==> src/sv/fiap_pkg.sv <==
// ----------------------------------------------------------------------------
// fiap_pkg
// Shared types, constants and sector map helpers for the flash and eeprom
// programming command engine.
// ----------------------------------------------------------------------------
package fiap_pkg;

   // store geometry
   localparam int unsigned FLASH_BYTES        = 524288;
   localparam int unsigned EEPROM_BYTES       = 4096;
   localparam int unsigned SMALL_SECTOR_COUNT = 16;
   localparam int unsigned LAST_SECTOR        = 29;
   localparam int unsigned SMALL_SECTOR_SIZE  = 32'h1000;
   localparam int unsigned LARGE_SECTOR_SIZE  = 32'h8000;

   localparam int unsigned FLASH_AW = $clog2(FLASH_BYTES);
   localparam int unsigned EE_AW    = $clog2(EEPROM_BYTES);
   localparam int unsigned WALK_W   = 24;
   localparam int unsigned SEC_W    = 5;

   // register reset values
   localparam logic [31:0] PART_ID_RESET  = 32'h281D3F47;
   localparam logic [31:0] BOOT_VER_RESET = 32'h00010101;
   localparam logic [31:0] UID0_RESET     = 32'h53485452;
   localparam logic [31:0] UID1_RESET     = 32'h49482D4D;
   localparam logic [31:0] UID2_RESET     = 32'h30314600;

   localparam logic [7:0] ERASED_BYTE = 8'hFF;

   typedef enum logic [3:0] {
      ACT_NOOP     = 4'd0,
      ACT_COPY     = 4'd1,
      ACT_ERASE    = 4'd2,
      ACT_BLANK    = 4'd3,
      ACT_PART_ID  = 4'd4,
      ACT_BOOT_VER = 4'd5,
      ACT_COMPARE  = 4'd6,
      ACT_UID      = 4'd7,
      ACT_EE_WRITE = 4'd8,
      ACT_EE_READ  = 4'd9
   } action_type;

   typedef enum logic [2:0] {
      STS_OK         = 3'd0,
      STS_BAD_SECTOR = 3'd1,
      STS_NOT_BLANK  = 3'd2,
      STS_COUNT      = 3'd3,
      STS_DST        = 3'd4,
      STS_SRC        = 3'd5,
      STS_MISMATCH   = 3'd6
   } status_type;

   typedef enum logic [2:0] {
      REG_PART_ID  = 3'd0,
      REG_BOOT_VER = 3'd1,
      REG_UID0     = 3'd2,
      REG_UID1     = 3'd3,
      REG_UID2     = 3'd4
   } reg_index_type;

   typedef enum logic [2:0] {
      ST_CLEAR,
      ST_IDLE,
      ST_READ,
      ST_ERASE,
      ST_BLANK,
      ST_BLANK_END
   } state_type;

   typedef enum logic [1:0] {
      RSP_IMM,
      RSP_READ,
      RSP_BLANK_FAIL,
      RSP_OK
   } rsp_sel_type;

   // controller to datapath
   typedef struct packed {
      logic        clear_step;
      logic        stream_step;
      logic        stream_clear;
      logic        copy_wr;
      logic        ee_wr;
      logic        cmp_step;
      logic        walk_start;
      logic        erase_step;
      logic        blank_step;
      logic        rsp_load;
      rsp_sel_type rsp_sel;
   } cmd_type;

   // datapath to controller
   typedef struct packed {
      logic clear_last;
      logic range_bad;
      logic range_empty;
      logic walk_last;
      logic blank_fail;
   } stat_type;

   // first byte of a sector
   function automatic logic [WALK_W-1:0] sec_base(input logic [SEC_W-1:0] sec);
      logic [WALK_W-1:0] base;
      if (sec < SEC_W'(SMALL_SECTOR_COUNT))
         base = WALK_W'(sec) * WALK_W'(SMALL_SECTOR_SIZE);
      else
         base = WALK_W'(SMALL_SECTOR_COUNT * SMALL_SECTOR_SIZE) +
                WALK_W'(sec - SEC_W'(SMALL_SECTOR_COUNT)) * WALK_W'(LARGE_SECTOR_SIZE);
      return base;
   endfunction

   // one past the last byte of a sector, clipped to the flash
   function automatic logic [WALK_W-1:0] sec_end(input logic [SEC_W-1:0] sec);
      logic [WALK_W-1:0] e;
      e = sec_base(sec) + ((sec < SEC_W'(SMALL_SECTOR_COUNT)) ?
          WALK_W'(SMALL_SECTOR_SIZE) : WALK_W'(LARGE_SECTOR_SIZE));
      if (e > WALK_W'(FLASH_BYTES))
         e = WALK_W'(FLASH_BYTES);
      return e;
   endfunction

endpackage

==> src/sv/fiap_ctrl.sv <==
// ----------------------------------------------------------------------------
// fiap_ctrl
// Command sequencer: accepts items, steps the erase and blank check walks,
// runs the power-up clearing pass and owns the result valid flag.
// ----------------------------------------------------------------------------
module fiap_ctrl (
   input  logic               clock,
   input  logic               reset,
   input  logic               req_tvalid,
   output logic               req_tready,
   input  logic [3:0]         req_tuser,
   input  logic               req_tlast,
   output logic               rsp_tvalid,
   input  logic               rsp_tready,
   output fiap_pkg::cmd_type  cmd,
   input  fiap_pkg::stat_type stat
);
   import fiap_pkg::*;

   state_type  state_ff, state_in;
   logic       rsp_valid_ff, rsp_valid_in;
   logic       slot_free;
   action_type act;

   assign act        = action_type'(req_tuser);
   assign slot_free  = !rsp_valid_ff || rsp_tready;
   assign rsp_tvalid = rsp_valid_ff;

   // state and result valid registers
   always_ff @(posedge clock) begin
      if (reset) begin
         state_ff     <= ST_CLEAR;
         rsp_valid_ff <= 1'b0;
      end else begin
         state_ff     <= state_in;
         rsp_valid_ff <= rsp_valid_in;
      end
   end

   // next state and commands
   always_comb begin
      state_in   = state_ff;
      cmd        = '0;
      cmd.rsp_sel = RSP_IMM;
      req_tready = 1'b0;
      case (state_ff)
         ST_CLEAR: begin
            cmd.clear_step = 1'b1;
            if (stat.clear_last) state_in = ST_IDLE;
         end
         ST_IDLE: begin
            req_tready = slot_free;
            if (req_tvalid && slot_free) begin
               case (act)
                  ACT_COPY, ACT_EE_WRITE, ACT_COMPARE: begin
                     cmd.stream_step  = 1'b1;
                     cmd.copy_wr      = (act == ACT_COPY);
                     cmd.ee_wr        = (act == ACT_EE_WRITE);
                     cmd.cmp_step     = (act == ACT_COMPARE);
                     cmd.stream_clear = req_tlast;
                     cmd.rsp_load     = req_tlast;
                  end
                  ACT_EE_READ: begin
                     cmd.stream_step  = 1'b1;
                     cmd.stream_clear = req_tlast;
                     state_in         = ST_READ;
                  end
                  ACT_ERASE, ACT_BLANK: begin
                     cmd.stream_clear = 1'b1;
                     if (stat.range_bad || stat.range_empty) begin
                        cmd.rsp_load = 1'b1;
                     end else begin
                        cmd.walk_start = 1'b1;
                        state_in = (act == ACT_ERASE) ? ST_ERASE : ST_BLANK;
                     end
                  end
                  default: begin
                     cmd.stream_clear = 1'b1;
                     cmd.rsp_load     = 1'b1;
                  end
               endcase
            end
         end
         ST_READ: begin
            cmd.rsp_load = 1'b1;
            cmd.rsp_sel  = RSP_READ;
            state_in     = ST_IDLE;
         end
         ST_ERASE: begin
            cmd.erase_step = 1'b1;
            if (stat.walk_last) begin
               cmd.rsp_load = 1'b1;
               cmd.rsp_sel  = RSP_OK;
               state_in     = ST_IDLE;
            end
         end
         ST_BLANK: begin
            if (stat.blank_fail) begin
               cmd.rsp_load = 1'b1;
               cmd.rsp_sel  = RSP_BLANK_FAIL;
               state_in     = ST_IDLE;
            end else begin
               cmd.blank_step = 1'b1;
               if (stat.walk_last) state_in = ST_BLANK_END;
            end
         end
         ST_BLANK_END: begin
            cmd.rsp_load = 1'b1;
            cmd.rsp_sel  = stat.blank_fail ? RSP_BLANK_FAIL : RSP_OK;
            state_in     = ST_IDLE;
         end
         default: state_in = ST_IDLE;
      endcase
   end

   // result valid: set on load, dropped when taken
   always_comb begin
      rsp_valid_in = rsp_valid_ff;
      if (cmd.rsp_load)    rsp_valid_in = 1'b1;
      else if (rsp_tready) rsp_valid_in = 1'b0;
   end

`ifndef SYNTHESIS
   a_load_slot: assert property (@(posedge clock) disable iff (reset)
      cmd.rsp_load |-> (!rsp_valid_ff || rsp_tready))
      else $error("result loaded over a pending result");
   a_read_empty: assert property (@(posedge clock) disable iff (reset)
      (state_ff == ST_READ) |-> !rsp_valid_ff)
      else $error("read result slot busy");
   a_walk_quiet: assert property (@(posedge clock) disable iff (reset)
      (state_ff == ST_ERASE || state_ff == ST_BLANK) |-> !req_tready)
      else $error("input accepted during a walk");
   a_clear_first: assert property (@(posedge clock)
      $past(reset) |-> (state_ff == ST_CLEAR))
      else $error("clearing pass skipped after reset");
`endif

endmodule

==> config.mk <==
export PLATFORM = sky130hd
export DESIGN_NAME = fiap_ctrl
export DESIGN_NICKNAME = d
export VERILOG_FILES = /design/src/sv/fiap_pkg.sv /design/src/sv/fiap_ctrl.sv
export SDC_FILE = /design/constraint.sdc
export NUM_CORES = 1
export LEC_CHECK = 0
export BUFFER_PORTS_ARGS = -buffer_cell sky130_fd_sc_hd__buf_2
export CORE_AREA = 2 2 39 41
export DETAILED_ROUTE_END_ITERATION = 8
export DIE_AREA = 0 0 41 43
export PLACE_DENSITY = 0.8
export SLEW_MARGIN = 20
export SYNTH_ARGS = -nofsm -noshare
export SYNTH_HDL_FRONTEND = slang
export SYNTH_SLANG_ARGS = --single-unit
export TNS_END_PERCENT = 5
==> constraint.sdc <==
create_clock -name clock -period 4.9 [get_ports clock]
set_clock_uncertainty 0.15 [all_clocks]
set_input_delay 0.49 -clock clock [delete_from_list [all_inputs] [get_ports clock]]
set_output_delay 0.49 -clock clock [all_outputs]
set_load 0.02 [all_outputs]
==> flow_summary.json <==
{
  "syn_avg_cell_area_um2": 8.08,
  "power.internal_w": 0.0000778,
  "clock_latency_ns": 0.23,
  "drt_iter0_markers": 1,
  "die_width_um": 41,
  "layout.nets": 107,
  "layout_commonest_cell": "buf_2",
  "place.gp.congestion": 0.826,
  "synthCells": 63,
  "critPathKind": "reg2out",
  "numCtsBuffers": 3,
  "design_area_um2": 672,
  "setup_tns_ns": 0,
  "final-setup-viol-count": 0,
  "multi_input_area_um2": 392,
  "drtAntennaViolNets": 0,
  "diodes": 0,
  "root_buffer": "clkbuf_4",
  "vias_per_cell": 5.29,
  "dpl_cell_area_um2": 649,
  "min_from": "reset",
  "route.detailed.drc": 0,
  "period_share_pct": 51.0,
  "whs_path_depth": 2,
  "antenna_found_initial": 0,
  "fp.dieH_um": 43,
  "critPathMaxFanout": 9,
  "grt_usage_pct": 15.4,
  "row_count": 14,
  "r2r_cells": 4,
  "portBuffers": 27,
  "hold_viol": 0,
  "hp-class": "in2reg",
  "grt_overflow": 0,
  "finalPower_w": 0.000114,
  "vias": 566,
  "synth_cell_types": 31,
  "p_switching_w": 0.0000359,
  "critPathLaunchType": "flop",
  "power_frac_seq_pct": 31.6,
  "postCtsSetupBuffers": 0,
  "r2r-end": "state_ff[0]",
  "reg2reg_from": "state_ff[0]",
  "ys_seq_area_share_pct": 15.7,
  "relSlewSlack_pct": 78.7,
  "slew_viol_final": 0,
  "syn-cell-area_um2": 509,
  "worstMarginPinSlew_ns": 0.317,
  "drt_wl_total_um": 1220,
  "dp_hpwl_um": 1000,
  "ios": 28,
  "mostFrequentLayoutCells": "buf_2 (27), nor2_1 (8), nand2b_1 (6), inv_1 (6), nor2b_1 (5)",
  "power.density_mw_per_mm2": 169,
  "synthArstFlopShare_pct": 0,
  "wire_per_inst_um": 11.4,
  "combPwrFrac_pct": 33.3,
  "clock_sinks": 4,
  "drt-pass1-iter-count": 2,
  "start_util_pct": 36.8,
  "synth-main-ff-cell": "dfxtp_1",
  "ctsResizeCount": 0,
  "fillers": 138,
  "drive_above_1_share_pct": 41.8,
  "cp.required_ns": 4.26,
  "regArea_um2": 80.1,
  "fmax_mhz": 400,
  "min_to": "rsp_tvalid",
  "htree_levels": 1,
  "synth_warnings": 0,
  "clockBufferDepth": 2,
  "pwr-share-clk_pct": 35.1,
  "coreArea_mm2": 0.00138,
  "drv_cap": 0,
  "synth_edf_count": 0,
  "grt_pass1_wl_um": 1900,
  "arrival_ns": 1.86,
  "final_util_pct": 48.6,
  "synth_seq_cells": 4,
  "cts_tree": "yes",
  "switching_share_pct": 31.6,
  "rsz0062_at_grt": "false",
  "grt_pass1_vias": 497,
  "reg2reg_slack_ns": 3.16,
  "areaGrowthSynthToFinish_pct": 31.9,
  "peakVddDrop_mv": 0.134,
  "ctsHoldBuffers": 0,
  "end_kind": "output pin",
  "grt_max_degree": 10,
  "fin_crit_ns": 2.50,
  "outcome": "finished, final reports clean",
  "clk_pin_slew_worst_paths_ns": 0.04,
  "syn_nets": 77,
  "leakagePower_nw": 0.338,
  "die_area_mm2": 0.00176
}
-- sequential cells by signal, indices dropped and copies added, names as in the netlist --
signal and cells:
rsp_tvalid 1, state_ff 3
-- final cells by class --
cell class	count	share of cell area [%]
sequential	4	11.9
timing repair buffer	27	20.1
multi-input combinational	51	58.3
clock buffer	3	3.35
tap	16	2.98
inverter	6	3.35
-- worst max-delay path, stage by stage (launching register included) --
cell,delay (ns)
dfxtp_1,0.46
nor3b_4,0.33
nand3b_4,0.17
nand2b_1,0.19
nor4b_1,0.26
buf_2,0.22
-- Yosys cell counts (2+ instances only) --
| library cell | n | area (µm²) |
|---|---|---|
| nor4_1 | 2 | 12.5 |
| a2111oi_2 | 2 | 30.0 |
| nand2b_1 | 6 | 37.5 |
| nor2_1 | 8 | 30.0 |
| buf_4 | 2 | 15.0 |
| nor3b_1 | 2 | 15.0 |
| nor3_1 | 3 | 15.0 |
| inv_1 | 6 | 22.5 |
| nor2b_1 | 5 | 31.3 |
| o21ai_0 | 2 | 10.0 |
| dfxtp_1 | 4 | 80.1 |
| a211o_1 | 2 | 17.5 |
-- power by group through the flow --
| stage | sequential [W] | clock (W) | combinational [W] |
|---|---|---|---|
| floorplan | 0.0000356 | 0 | 0.0000246 |
| global placement | 0.0000363 | 0 | 0.0000371 |
| detailed placement | 0.0000364 | 0 | 0.0000382 |
| CTS | 0.0000359 | 0.0000417 | 0.0000383 |
| global route | 0.0000362 | 0.0000453 | 0.0000416 |
| finish | 0.0000359 | 0.0000399 | 0.0000379 |
-- routing by layer --
metal,part of all wire (%),track usage (%),vias up
met5,0,0,-
met4,0,6.00,0
met3,7.3,3.14,0
met2,51,26.3,18
met1,42,17.6,259
li1,-,-,289
-- cell families (layout without fill, tap and decap cells) --
| group | Yosys count | count (layout) | share of synthesized area, % |
|---|---|---|---|
| AND/OR/NAND/NOR | 35 | 35 | 49.4 |
| AO/OA/AOI/OAI | 16 | 16 | 27.5 |
| buffers and inverters | 8 | 36 | 7.37 |
| flip-flops | 4 | 4 | 15.7 |
-- worst max path at each step --
stage,from,end,cells past startpoint
floorplan,state_ff[0],cmd[7],5
global placement,req_tuser[3],cmd[2],6
detailed placement,state_ff[0],cmd[7],5
CTS,state_ff[0],cmd[7],5
global route,state_ff[0],cmd[7],5
finish,state_ff[0],cmd[7],5
-- through the flow --
step	hold WS, ns	std cells	worst slack, ns
floorplan	0.409	63	2.53
global placement	0.505	104	2.66
detailed placement	0.522	104	2.61
CTS	0.321	107	2.36
global route	0.320	107	2.18
finish	0.332	107	2.40
No activity file was read; power rests on OpenSTA's default activity.
